[config.mk]
export PLATFORM = sky130hd
export DESIGN_NAME = binary_pixmap_header_parser_top
export DESIGN_NICKNAME = d
export VERILOG_FILES = /design/src/sv/bphp_pkg.sv /design/src/sv/bphp_parse.sv /design/src/sv/bphp_outq.sv /design/src/sv/binary_pixmap_header_parser_top.sv
export SDC_FILE = /design/constraint.sdc
export NUM_CORES = 2
export LEC_CHECK = 0
export BUFFER_PORTS_ARGS = -buffer_cell sky130_fd_sc_hd__buf_4
export CAP_MARGIN = 40
export CORE_MARGIN = 4
export CORE_UTILIZATION = 45
export CTS_CLUSTER_SIZE = 25
export DETAILED_ROUTE_END_ITERATION = 16
export GPL_ROUTABILITY_DRIVEN = 0
export PLACE_DENSITY = 0.59
export SKIP_LAST_GASP = 1
export SLEW_MARGIN = 20
export SYNTH_ARGS = -nofsm -noshare
export SYNTH_HDL_FRONTEND = slang
export SYNTH_SLANG_ARGS = --single-unit
[constraint.sdc]
create_clock -name clk_i -period 12.9 [get_ports clk_i]
set_input_delay 1.935 -clock clk_i [delete_from_list [all_inputs] [get_ports clk_i]]
set_output_delay 1.935 -clock clk_i [all_outputs]
set_load 0.01 [all_outputs]
[src/sv/bphp_pkg.sv]
// ----------------------------------------------------------------------------
// bphp_pkg
// Shared types and constants of the binary pixmap header parser: transaction
// payloads, configuration set, result codes and sizing.
// ----------------------------------------------------------------------------
package bphp_pkg;

  localparam int unsigned CHANNELS     = 3;
  localparam int unsigned DIM_BITS     = 14;
  localparam int unsigned PAYLOAD_BITS = 2 * DIM_BITS + 2;
  localparam int unsigned CFG_BITS     = 32;
  localparam int unsigned QDEPTH       = 4;
  localparam int unsigned QPTR_BITS    = $clog2(QDEPTH);
  localparam int unsigned QCNT_BITS    = $clog2(QDEPTH + 1);

  // Configuration register indexes
  localparam logic [1:0] CFG_MAX_DIM   = 2'd0;
  localparam logic [1:0] CFG_MAX_CHAN  = 2'd1;
  localparam logic [1:0] CFG_MAX_BYTES = 2'd2;

  // Result kinds
  localparam logic [1:0] KIND_PIXEL  = 2'd0;
  localparam logic [1:0] KIND_HEADER = 2'd1;
  localparam logic [1:0] KIND_STATUS = 2'd2;

  // Final status codes
  localparam logic [2:0] ST_OK     = 3'd0;
  localparam logic [2:0] ST_TRUNC  = 3'd1;
  localparam logic [2:0] ST_MAGIC  = 3'd2;
  localparam logic [2:0] ST_HEADER = 3'd3;
  localparam logic [2:0] ST_LARGE  = 3'd4;
  localparam logic [2:0] ST_DEPTH  = 3'd5;

  typedef struct packed {
    logic [7:0] data_byte;
    logic       final_byte;
  } in_item_t;

  typedef struct packed {
    logic [1:0]          kind;
    logic [7:0]          pixel_byte;
    logic [DIM_BITS-1:0] image_width;
    logic [DIM_BITS-1:0] image_height;
    logic [2:0]          status;
    logic                end_of_run;
  } out_item_t;

  typedef struct packed {
    logic [DIM_BITS-1:0] max_dimension;
    logic [7:0]          max_channel_value;
    logic [31:0]         max_encoded_bytes;
  } cfg_t;

  // Up to two results caused by one input byte, pushed in order r0, r1
  typedef struct packed {
    logic [1:0] num;
    out_item_t  r0;
    out_item_t  r1;
  } res_pair_t;

endpackage

[src/sv/bphp_parse.sv]
// ----------------------------------------------------------------------------
// bphp_parse
// Per-byte stream state update: magic check, field parsing, payload pass
// through and final status. Produces up to two results per byte.
// ----------------------------------------------------------------------------
module bphp_parse (
  input  logic                 clk_i,
  input  logic                 rst_ni,
  input  bphp_pkg::cfg_t       cfg_i,
  input  logic                 item_vld_i,
  input  bphp_pkg::in_item_t   item_i,
  output bphp_pkg::res_pair_t  res_o
);

  localparam int unsigned DW  = bphp_pkg::DIM_BITS;
  localparam int unsigned PW  = bphp_pkg::PAYLOAD_BITS;
  localparam int unsigned AW  = DW + 4;
  localparam int unsigned CW  = 33;

  localparam logic [7:0] CH_P     = 8'h50;
  localparam logic [7:0] CH_SIX   = 8'h36;
  localparam logic [7:0] CH_HASH  = 8'h23;
  localparam logic [7:0] CH_LF    = 8'h0A;
  localparam logic [7:0] CH_TAB   = 8'h09;
  localparam logic [7:0] CH_CR    = 8'h0D;
  localparam logic [7:0] CH_SPACE = 8'h20;
  localparam logic [7:0] CH_ZERO  = 8'h30;
  localparam logic [7:0] CH_NINE  = 8'h39;
  localparam logic [3:0] MAX_DIGITS = 4'd10;

  typedef enum logic [2:0] {
    PH_MAGIC0, PH_MAGIC1, PH_WIDTH, PH_HEIGHT, PH_MAXVAL, PH_PAYLOAD, PH_DONE, PH_ERROR
  } phase_e;

  phase_e          ph_q, ph_d;
  logic            cm_q, cm_d;
  logic [DW-1:0]   fv_q, fv_d;
  logic [3:0]      dc_q, dc_d;
  logic [DW-1:0]   ws_q, ws_d;
  logic [DW-1:0]   hs_q, hs_d;
  logic [PW-1:0]   pl_q, pl_d;
  logic [CW-1:0]   bc_q, bc_d;
  logic [2:0]      fe_q, fe_d;
  logic [2*DW-1:0] prod_q;

  logic [7:0]      b;
  logic            is_sp, is_dg;
  logic [AW-1:0]   acc;
  logic [DW-1:0]   ceil;
  logic            emit_hdr, emit_pix, fin;
  logic [2:0]      st;
  bphp_pkg::out_item_t first_r, stat_r;

  assign b     = item_i.data_byte;
  assign fin   = item_vld_i && item_i.final_byte;
  assign is_sp = (b == CH_SPACE) || (b >= CH_TAB && b <= CH_CR);
  assign is_dg = (b >= CH_ZERO) && (b <= CH_NINE);
  assign ceil  = (ph_q == PH_MAXVAL) ? DW'(cfg_i.max_channel_value) : cfg_i.max_dimension;
  assign acc   = (AW'(fv_q) << 3) + (AW'(fv_q) << 1) + AW'(b - CH_ZERO);

  always_comb begin
    ph_d = ph_q;
    cm_d = cm_q;
    fv_d = fv_q;
    dc_d = dc_q;
    ws_d = ws_q;
    hs_d = hs_q;
    pl_d = pl_q;
    bc_d = bc_q;
    fe_d = fe_q;
    emit_hdr = 1'b0;
    emit_pix = 1'b0;
    st = bphp_pkg::ST_OK;

    if (item_vld_i) begin
      // Saturate once the count is past any 32-bit limit
      bc_d = bc_q[CW-1] ? bc_q : bc_q + CW'(1);
      case (ph_q)
        PH_MAGIC0: begin
          if (b == CH_P) begin
            ph_d = PH_MAGIC1;
          end else begin
            fe_d = bphp_pkg::ST_MAGIC;
            ph_d = PH_ERROR;
          end
        end
        PH_MAGIC1: begin
          if (b == CH_SIX) begin
            ph_d = PH_WIDTH;
          end else begin
            fe_d = bphp_pkg::ST_MAGIC;
            ph_d = PH_ERROR;
          end
        end
        PH_WIDTH, PH_HEIGHT, PH_MAXVAL: begin
          if (dc_q == '0 && cm_q) begin
            if (b == CH_LF) cm_d = 1'b0;
          end else if (dc_q == '0 && is_sp) begin
            cm_d = cm_q;
          end else if (dc_q == '0 && b == CH_HASH) begin
            cm_d = 1'b1;
          end else if (is_dg) begin
            if (acc > AW'(ceil)) begin
              fe_d = bphp_pkg::ST_LARGE;
              ph_d = PH_ERROR;
            end else begin
              fv_d = acc[DW-1:0];
              dc_d = dc_q + 4'd1;
              if (dc_q >= MAX_DIGITS) begin
                fe_d = bphp_pkg::ST_HEADER;
                ph_d = PH_ERROR;
              end
            end
          end else if (dc_q == '0) begin
            fe_d = bphp_pkg::ST_HEADER;
            ph_d = PH_ERROR;
          end else if (ph_q != PH_MAXVAL) begin
            // Close width or height, then treat the byte as leading filler
            if (ph_q == PH_WIDTH) begin
              ws_d = fv_q;
              ph_d = PH_HEIGHT;
            end else begin
              hs_d = fv_q;
              ph_d = PH_MAXVAL;
            end
            fv_d = '0;
            dc_d = '0;
            if (b == CH_HASH) begin
              cm_d = 1'b1;
            end else if (!is_sp) begin
              fe_d = bphp_pkg::ST_HEADER;
              ph_d = PH_ERROR;
            end
          end else if (fv_q != DW'(cfg_i.max_channel_value)) begin
            fe_d = bphp_pkg::ST_DEPTH;
            ph_d = PH_ERROR;
          end else if (!is_sp) begin
            fe_d = bphp_pkg::ST_HEADER;
            ph_d = PH_ERROR;
          end else if (ws_q == '0 || hs_q == '0 || ws_q > cfg_i.max_dimension ||
                       hs_q > cfg_i.max_dimension) begin
            fe_d = bphp_pkg::ST_LARGE;
            ph_d = PH_ERROR;
          end else begin
            // prod_q settled: height closed at least two bytes earlier
            pl_d     = PW'(prod_q) * PW'(bphp_pkg::CHANNELS);
            ph_d     = PH_PAYLOAD;
            emit_hdr = 1'b1;
          end
        end
        PH_PAYLOAD: begin
          emit_pix = 1'b1;
          pl_d     = pl_q - PW'(1);
          if (pl_q == PW'(1)) ph_d = PH_DONE;
        end
        default: begin
          ph_d = ph_q;
        end
      endcase

      // Final status from the post-byte state
      if (bc_d[CW-1] || bc_d[31:0] > cfg_i.max_encoded_bytes) begin
        st = bphp_pkg::ST_LARGE;
      end else if (bc_d < CW'(2)) begin
        st = bphp_pkg::ST_TRUNC;
      end else if (fe_d != bphp_pkg::ST_OK) begin
        st = fe_d;
      end else if (ph_d == PH_WIDTH || ph_d == PH_HEIGHT) begin
        st = bphp_pkg::ST_HEADER;
      end else if (ph_d == PH_MAXVAL) begin
        st = (dc_d != '0 && fv_d != DW'(cfg_i.max_channel_value)) ?
             bphp_pkg::ST_DEPTH : bphp_pkg::ST_HEADER;
      end else if (ph_d == PH_PAYLOAD && pl_d != '0) begin
        st = bphp_pkg::ST_TRUNC;
      end else if (ph_d == PH_MAGIC0 || ph_d == PH_MAGIC1) begin
        st = bphp_pkg::ST_TRUNC;
      end

      if (fin) begin
        ph_d = PH_MAGIC0;
        cm_d = 1'b0;
        fv_d = '0;
        dc_d = '0;
        ws_d = '0;
        hs_d = '0;
        pl_d = '0;
        bc_d = '0;
        fe_d = bphp_pkg::ST_OK;
      end
    end
  end

  always_comb begin
    first_r              = '0;
    first_r.kind         = emit_hdr ? bphp_pkg::KIND_HEADER : bphp_pkg::KIND_PIXEL;
    first_r.pixel_byte   = emit_pix ? b : 8'd0;
    first_r.image_width  = emit_hdr ? ws_q : '0;
    first_r.image_height = emit_hdr ? hs_q : '0;
    first_r.end_of_run   = !fin;

    stat_r            = '0;
    stat_r.kind       = bphp_pkg::KIND_STATUS;
    stat_r.status     = st;
    stat_r.end_of_run = 1'b1;

    res_o.num = 2'(emit_hdr | emit_pix) + 2'(fin);
    res_o.r0  = (emit_hdr | emit_pix) ? first_r : stat_r;
    res_o.r1  = stat_r;
  end

  always_ff @(posedge clk_i or negedge rst_ni) begin
    if (!rst_ni) begin
      ph_q   <= PH_MAGIC0;
      cm_q   <= 1'b0;
      fv_q   <= '0;
      dc_q   <= '0;
      ws_q   <= '0;
      hs_q   <= '0;
      pl_q   <= '0;
      bc_q   <= '0;
      fe_q   <= bphp_pkg::ST_OK;
      prod_q <= '0;
    end else begin
      ph_q   <= ph_d;
      cm_q   <= cm_d;
      fv_q   <= fv_d;
      dc_q   <= dc_d;
      ws_q   <= ws_d;
      hs_q   <= hs_d;
      pl_q   <= pl_d;
      bc_q   <= bc_d;
      fe_q   <= fe_d;
      prod_q <= ws_q * hs_q;
    end
  end

endmodule

[src/sv/bphp_outq.sv]
// ----------------------------------------------------------------------------
// bphp_outq
// Result queue: takes up to two results per cycle, hands out one per
// output transaction.
// ----------------------------------------------------------------------------
module bphp_outq (
  input  logic                 clk_i,
  input  logic                 rst_ni,
  input  bphp_pkg::res_pair_t  push_i,
  output logic                 room_o,
  output logic                 out_valid_o,
  input  logic                 out_ready_i,
  output bphp_pkg::out_item_t  out_data_o
);

  localparam int unsigned PB = bphp_pkg::QPTR_BITS;
  localparam int unsigned CB = bphp_pkg::QCNT_BITS;

  bphp_pkg::out_item_t ent_q [bphp_pkg::QDEPTH];
  logic [PB-1:0] head_q, tail_q, tail_nx;
  logic [CB-1:0] cnt_q;
  logic          pop;

  assign pop         = out_valid_o && out_ready_i;
  assign out_valid_o = (cnt_q != '0);
  assign out_data_o  = ent_q[head_q];
  assign room_o      = (cnt_q <= CB'(bphp_pkg::QDEPTH - 2));
  assign tail_nx     = tail_q + PB'(1);

  always_ff @(posedge clk_i) begin
    if (push_i.num != 2'd0) ent_q[tail_q] <= push_i.r0;
    if (push_i.num == 2'd2) ent_q[tail_nx] <= push_i.r1;
  end

  always_ff @(posedge clk_i or negedge rst_ni) begin
    if (!rst_ni) begin
      head_q <= '0;
      tail_q <= '0;
      cnt_q  <= '0;
    end else begin
      head_q <= head_q + PB'(pop);
      tail_q <= tail_q + PB'(push_i.num);
      cnt_q  <= cnt_q + CB'(push_i.num) - CB'(pop);
    end
  end

endmodule

[src/sv/binary_pixmap_header_parser_top.sv]
// ----------------------------------------------------------------------------
// binary_pixmap_header_parser_top
// Streaming P6 pixmap decoder: header parse, payload pass-through, status.
// ----------------------------------------------------------------------------
// Takes one encoded byte per cycle while in_ready_o is high. A byte lands in the
// input register and is parsed from there into a four-entry result queue once
// the queue has room; out_valid_o is driven from the registered queue count.
// A byte yields zero, one or two results (pixel or header, then a status on the
// final byte); a new byte is taken while the input register is empty or the
// queue has two free entries, so the sustained rate is one byte per cycle as
// long as results are drained at one per cycle.
// Write configuration only while the block holds no pending work.
module binary_pixmap_header_parser_top (
  input  logic                 clk_i,
  input  logic                 rst_ni,
  input  logic                 cfg_we_i,
  input  logic [1:0]           cfg_idx_i,
  input  logic [31:0]          cfg_wdata_i,
  input  logic                 in_valid_i,
  output logic                 in_ready_o,
  input  bphp_pkg::in_item_t   in_data_i,
  output logic                 out_valid_o,
  input  logic                 out_ready_i,
  output bphp_pkg::out_item_t  out_data_o
);

  bphp_pkg::cfg_t      cfg_q;
  logic                iv_q;
  bphp_pkg::in_item_t  item_q;
  logic                room, proc;
  bphp_pkg::res_pair_t res;

  assign proc       = iv_q && room;
  assign in_ready_o = !iv_q || room;

  always_ff @(posedge clk_i or negedge rst_ni) begin
    if (!rst_ni) begin
      cfg_q.max_dimension     <= bphp_pkg::DIM_BITS'(16383);
      cfg_q.max_channel_value <= 8'd255;
      cfg_q.max_encoded_bytes <= 32'hFFFF_FFFF;
    end else if (cfg_we_i) begin
      case (cfg_idx_i)
        bphp_pkg::CFG_MAX_DIM:   cfg_q.max_dimension <= cfg_wdata_i[bphp_pkg::DIM_BITS-1:0];
        bphp_pkg::CFG_MAX_CHAN:  cfg_q.max_channel_value <= cfg_wdata_i[7:0];
        bphp_pkg::CFG_MAX_BYTES: cfg_q.max_encoded_bytes <= cfg_wdata_i;
        default: begin
          cfg_q <= cfg_q;
        end
      endcase
    end
  end

  // Input register: hold the transaction until the parser can take it
  always_ff @(posedge clk_i or negedge rst_ni) begin
    if (!rst_ni) begin
      iv_q <= 1'b0;
    end else if (in_ready_o) begin
      iv_q <= in_valid_i;
    end
  end

  always_ff @(posedge clk_i) begin
    if (in_ready_o && in_valid_i) item_q <= in_data_i;
  end

  bphp_parse u_parse (
    .clk_i      (clk_i),
    .rst_ni     (rst_ni),
    .cfg_i      (cfg_q),
    .item_vld_i (proc),
    .item_i     (item_q),
    .res_o      (res)
  );

  bphp_outq u_outq (
    .clk_i       (clk_i),
    .rst_ni      (rst_ni),
    .push_i      (res),
    .room_o      (room),
    .out_valid_o (out_valid_o),
    .out_ready_i (out_ready_i),
    .out_data_o  (out_data_o)
  );

endmodule

# [Word level (Yosys, flattened, before mapping)]
# Memories as Yosys holds them, arrays and structs flattened.
# Cells that the tools add are included.
[totals] ff_bits=215 mem_bits_rw=168 inputBits=48 word_cells=255 memories=1
[mem_list] memory="u_outq.ent_q" words=4 width=42 rd=1 rd_ports_with_merged_regs=0 write_ports=2 line="bphp_outq.sv:19" rtl="bphp_pkg::out_item_t ent_q [bphp_pkg::QDEPTH];"
[classes] addsub=12 mul=2 magnitude_cmp=11 n_eq_ne=32 n_mux=132 bitwise=2 reduce_logical=44
[op_table] op="$mux 14" n=31
[op_table] op="$mux 30" n=11
[op_table] op="$mux 3" n=43
[op_table] op="$mux 33" n=2
[op_table] op="$pmux 30 s2" n=1
[op_table] op="$mux 42" n=1
[op_table] op="$mux 4" n=10
[op_table] op="$add 33x1->33 const B" n=1
[op_table] op="$lt 33x2->1 const B" n=1
[op_table] op="$gt 32x32->1" n=1
[op_table] op="$eq 30x1->1 const B" n=1
[op_table] op="$mul 28x2->30 const B" n=1
[op_table] op="$reduce_bool 30->1" n=1
[op_table] op="$sub 30x1->30 const B" n=1
[op_table] op="$mux 1" n=29
[op_table] op="$gt 14x14->1" n=2
[op_table] op="$logic_not 14->1" n=2
[op_table] op="$mul 14x14->28" n=1
[op_table] op="$ne 14x8->1" n=2
[op_table] op="$eq 8x6->1 const B" n=3
[op_table] op="$add 17x15->18" n=1
[op_table] op="$add 18x18->18" n=1
[op_table] op="$gt 18x14->1" n=1
[op_table] op="$reduce_and 9->1" n=2
[op_table] op="other kinds (44)" n=85

# [Logic depth before layout (Yosys ltp)]
[depth] ltp_word=26 depth_mapped=28 depth_no_buf=26

# [By module]
# A second synthesis with hierarchy kept.
[unflattened] cells_unflattened=3012 hier_area_um2=31187.4
[modules_own_cells] mod="bphp_parse" instances=1 cells_per_inst=2437 area_per_inst_um2=20229.4 seq_area_each_um2=3603.5
[modules_own_cells] mod="bphp_outq" instances=1 cells_per_inst=446 area_per_inst_um2=8535.7 seq_area_each_um2=5220.0
[modules_own_cells] mod="binary_pixmap_header_parser_top" instances=1 cells_per_inst=129 area_per_inst_um2=2422.3 seq_area_each_um2=1714.1

# [Worst setup path after synthesis]
# Ideal clock, no wire load.
[synth_timing] path_type="flip-flop to flip-flop" startpoint="register u_parse.hs_q[4]" endpoint="register u_parse.prod_q[26]" setup_time_ns=0.080 arrival_time_ns=6.476 required_ns=12.820 path_slack_ns=6.344 stages_incl_launch_ff=28 n_path_buf=2 cell_sequence="dfrtp_1 -> clkbuf_1 -> clkbuf_1 -> nand2_1 -> fa_1 -> inv_1 -> fa_1 -> inv_1 -> fa_1 -> inv_1 -> ha_1 -> inv_1 -> fa_1 -> inv_1 -> fa_1 -> ha_1 -> or3_1 -> o21ai_0 -> a21oi_1 -> a41oi_1 -> a21oi_1 -> a41oi_1 -> a211oi_1 -> a41o_1 -> o41ai_1 -> o21bai_1 -> a21oi_1 -> xnor2_1"
[synth_via] elab_chain_cells=1
[synth_rtl] item="start: declaration" line="bphp_parse.sv:40" rtl="logic [DW-1:0] hs_q, hs_d;"
[synth_rtl] item="start signal: assignment" line="bphp_parse.sv:229" rtl="hs_q <= hs_d;"
[synth_rtl] item="$mul 14x14->28" line="bphp_parse.sv:233" rtl="prod_q <= ws_q * hs_q;"
[synth_rtl] item="end signal: assignment" line="bphp_parse.sv:233"
[synth_rtl] item="end: declaration" line="bphp_parse.sv:44" rtl="logic [2*DW-1:0] prod_q;"
# Every way passes these cells.
# A chain may end at the register's enable or synchronous reset.

==> impl_results.md <==
- # resized after CTS: 0
- Endpoint, Worst Hold: u_outq.ent_q[3][40]
- Worst-skew pair later-pin latency: about 0.6 ns
- Post-layout min period: approximately 7.3 ns
- Post-synthesis cell type count: 92
- Fillers: approximately 5.9k
- Worst stage delay on the critical path: ~0.61 ns
- Fraction of registers with async set or reset after synthesis: between 50% and 60%
- Predominant post-synthesis flop cell: sky130_fd_sc_hd__dfxtp_1
- Syn Inst Count: 3036
- Max IR drop VDD: around 0.11 mV
- Max_cap viols: 0
- Synth Net Count: approximately 3.5k
- Total overflow reported by the global router: 0
- Clock tree from TritonCTS: done
- Worst R2R Path Depth: 22
- Data required time at the worst endpoint: about 13 ns
- Total length of routed wires: ~84 mm
- Ratio of final minimum period to clock period: a little under three fifths
- Post-CTS setup repair buffer count: 0
- Number of nets in the layout: roughly 3.5k
- Worst hold path depth: 1
- Max-Slew Margin vs Limit: between 40% and 50%
- Area of the die: 67700 um^2
- Maximum count of clock buffers along a single path: 3
- Beginning of the worst register-to-register path: item_q[5]
- Die Height: approximately 260 um
- Transition time at the pin with the least slew margin: approximately 0.87 ns
- End-of-flow core utilization: 50.7%
- Register clock-pin slew on the reported worst setup and hold paths: about 0.060 ns
- Portion of the post-synthesis area used by sequential elements: a little under a third
- Row count: between 90 and 100
- Yosys warns: 0
- Effective utilization at floorplan: between 40% and 50%
- Remaining DRCs: 0
- DR vias/cell: between 5 and 6
- Hold Buf Count CTS: 0
- Number of synthesized register bits: between 300 and 400
- Register-to-register path setup slack: between 5 and 6 ns
- Kind of path behind the tightest hold check: reg -> reg
- Via count of the first global-routing pass: 23.9k
- Core footprint: 63100 um^2
- Data arrival time of the critical path: roughly 7.7 ns
- Critical path peak fanout: 11
- Number of antenna violations at the first check in global routing: 0
- Number of nets with antenna violations after routing: 0
- Cell-by-cell listing of the critical path: ha_1, nor3_1, buf_4, fa_1, ha_1, or3_1, o22a_1, a31oi_4, xnor2_1, ha_1, nand4_1, nor4_1, a21oi_1, nor4_1, nand2_1, mux2_2, a221oi_1, o2111ai_1, nor4b_2, o32ai_1, buf_2, nor4_1
- Highest clock rate: between 100 and 150 MHz
- Kind of critical path: reg -> reg
- Final Hold Violating Endpoints: 0
- Wire length of the first global-routing pass: 134 mm
- Drt first-iter violations: roughly 2.0k
- Clock skew: between 0.03 and 0.04 ns
- Detailed Place HPWL: about 60 mm
- Leakage dissipation: between 0.01 and 0.015 uW
- Number of levels the H-tree was split into: 2
- Area of the mapped netlist: around 29000 um^2
- Outcome: completed
- Setup-violating endpoint count in the final report: 0
- Setup total negative slack: 0 ns
- Master of the slowest instance on the critical path: sky130_fd_sc_hd__edfxtp_1
- Clk sink count: 383
- Buffers on Ports: 91
- Post-synth EDFFs: 21
- Per-instance average area after synthesis: between 9 and 10 um^2
- Ant diodes: 0
- Min-Delay Startpoint: u_outq.ent_q[3][40]
- Largest net degree at the start of global routing: 77
- Share of cells above drive strength 1: between 10% and 20%
- Length of the first detailed-routing pass in iterations: 7
- DR WL/cell: about 21 um
- Synth-to-layout area growth: 11.7%
- Final slew viol count: 0
- Reg-to-Reg End: u_outq.ent_q[2][2]
- Number of placed I/O pins: 92
- Unrepaired setup endpoints after global routing: no
- Crit path capture type: register
- Category of the worst setup path launch point: register
- Power density cells: 169 nW/um^2
- Chip width: approximately 260 um
- Number of vias after detailed routing: approximately 23k
- Buffer cell driving the clock tree root: sky130_fd_sc_hd__clkbuf_16
- Total power consumption of the routed design: around 5400 uW
- Clock buffer count from CTS: 46
- Tot GR Track Use: 24.6%
cell type report:
class / count / area (um^2) / share of cell area, %
well taps: 846 / 1060 / 3.31
clock inverters: 30 / 267 / 0.833
multi-input cells: 2201 / 18000 / 56.4
flip-flops and latches: 383 / 8980 / 28.1
clock buffers: 55 / 1240 / 3.87
inverters: 276 / 1040 / 3.24
repair buffers: 159 / 1380 / 4.33
cells by family (layout without fill, tap and decap cells):
logic type | Yosys count | count (layout) | synth area share, %
compound gates | 733 | 733 | 17.8
buf+inv | 452 | 520 | 5.97
flops | 383 | 383 | 31.3
fa+ha+maj | 389 | 389 | 21.1
simple gates | 871 | 871 | 15.0
xor+xnor | 108 | 108 | 3.30
mux | 100 | 100 | 5.54
layer usage:
metal / share of wire [%] / track usage, % / vias up
li1: - / - / 10800
met2: 46 / 39.8 / 813
met5: 0 / 0 / -
met3: 6.2 / 3.47 / 185
met4: 4.2 / 9.84 / 0
met1: 43 / 33.6 / 11600
worst max path at each step:
stage | from | endpoint | slack [ns] | depth (start not counted)
finish | item_q[5] | u_outq.ent_q[2][2] | 5.59 | 22
global route | item_q[5] | u_outq.ent_q[3][2] | 5.20 | 22
CTS | u_parse.ws_q[4] | u_parse.prod_q[26] | 5.71 | 25
detailed placement | u_parse.ws_q[4] | u_parse.prod_q[26] | 5.79 | 25
global placement | u_parse.ws_q[4] | u_parse.prod_q[26] | 5.81 | 25
floorplan | u_parse.hs_q[4] | u_parse.prod_q[26] | 6.34 | 27
Yosys cell counts (all sizes together) (12+ instances only):
cell type	count	area share, %
or3	17	0.39
dfrtp	152	13
nand4	41	0.90
a21oi	124	2.2
dfxtp	156	11
dfstp	54	5.0
o21a	19	0.50
nor2b	18	0.39
or4	12	0.33
inv	276	3.6
buf	24	0.36
o31ai	15	0.39
and3	15	0.33
fa	156	11
xnor2	71	2.2
mux4	42	3.3
nor3	60	1.2
a21o	41	1.1
ha	232	10
nand2	349	4.6
a31oi	27	0.64
xor2	37	1.1
o211ai	20	0.54
and2	81	1.8
mux2	47	1.8
clkbuf	152	2.0
nor2	121	1.6
o21ai	179	3.1
edfxtp	21	2.2
a22o	185	5.7
nand3	56	0.98
nor4	36	0.83
nand2b	25	0.55
registers in the layout, summed over array words and instances, names as in the netlist:
name,flops
u_outq.ent_q,168
cfg_q,54
u_parse.bc_q,33
u_parse.pl_q,30
u_parse.prod_q,28
u_parse.fv_q,14
u_parse.hs_q,14
u_parse.ws_q,14
item_q,9
u_parse.dc_q,4
u_outq.cnt_q,3
u_parse.fe_q,3
u_parse.ph_q,3
u_outq.head_q,2
u_outq.tail_q,2
iv_q,1
u_parse.cm_q,1
worst max-delay path, delay by kind of cell, from the launching register on:
family | cells | cell delay [ns]
AND/OR/NAND/NOR | 8 | 2.81
adder cells (fa/ha/maj) | 4 | 1.42
AO/OA/AOI/OAI | 6 | 1.35
flip-flops | 1 | 0.61
buffers and inverters | 2 | 0.42
multiplexers | 1 | 0.36
XOR/XNOR | 1 | 0.15
stage by stage:
step                instances  area (um^2)  hold WS [ns]  worst slack [ns]
floorplan                3036        28600         0.418              6.34
CTS                      3945        31900         0.453              5.71
finish                   3950        32000         0.455              5.59
global placement         3844        30100         0.429              5.81
global route             3950        32000         0.481              5.20
detailed placement       3860        30400         0.439              5.79
where the power goes:
group	switching [uW]	internal (uW)	leakage [uW]	total [uW]
clock network	545	748	0.000739	1290
registers	240	1390	0.00410	1640
logic	1580	897	0.0100	2480
total	2370	3040	0.0149	5410
layout by cell type (no fill, tap or decap), types with 52 or more instances in the layout:
cell	count
sky130_fd_sc_hd__xnor2_1	71
sky130_fd_sc_hd__nor3_1	52
sky130_fd_sc_hd__a22o_1	185
sky130_fd_sc_hd__fa_1	156
sky130_fd_sc_hd__dfstp_2	54
sky130_fd_sc_hd__inv_1	276
sky130_fd_sc_hd__nand3_1	56
sky130_fd_sc_hd__ha_1	232
sky130_fd_sc_hd__o21ai_0	174
sky130_fd_sc_hd__a21oi_1	123
sky130_fd_sc_hd__and2_1	81
sky130_fd_sc_hd__buf_4	138
sky130_fd_sc_hd__dfrtp_1	150
sky130_fd_sc_hd__nor2_1	118
sky130_fd_sc_hd__dfxtp_1	156
sky130_fd_sc_hd__nand2_1	347
Note: power is estimated with default switching activity, not from simulation.
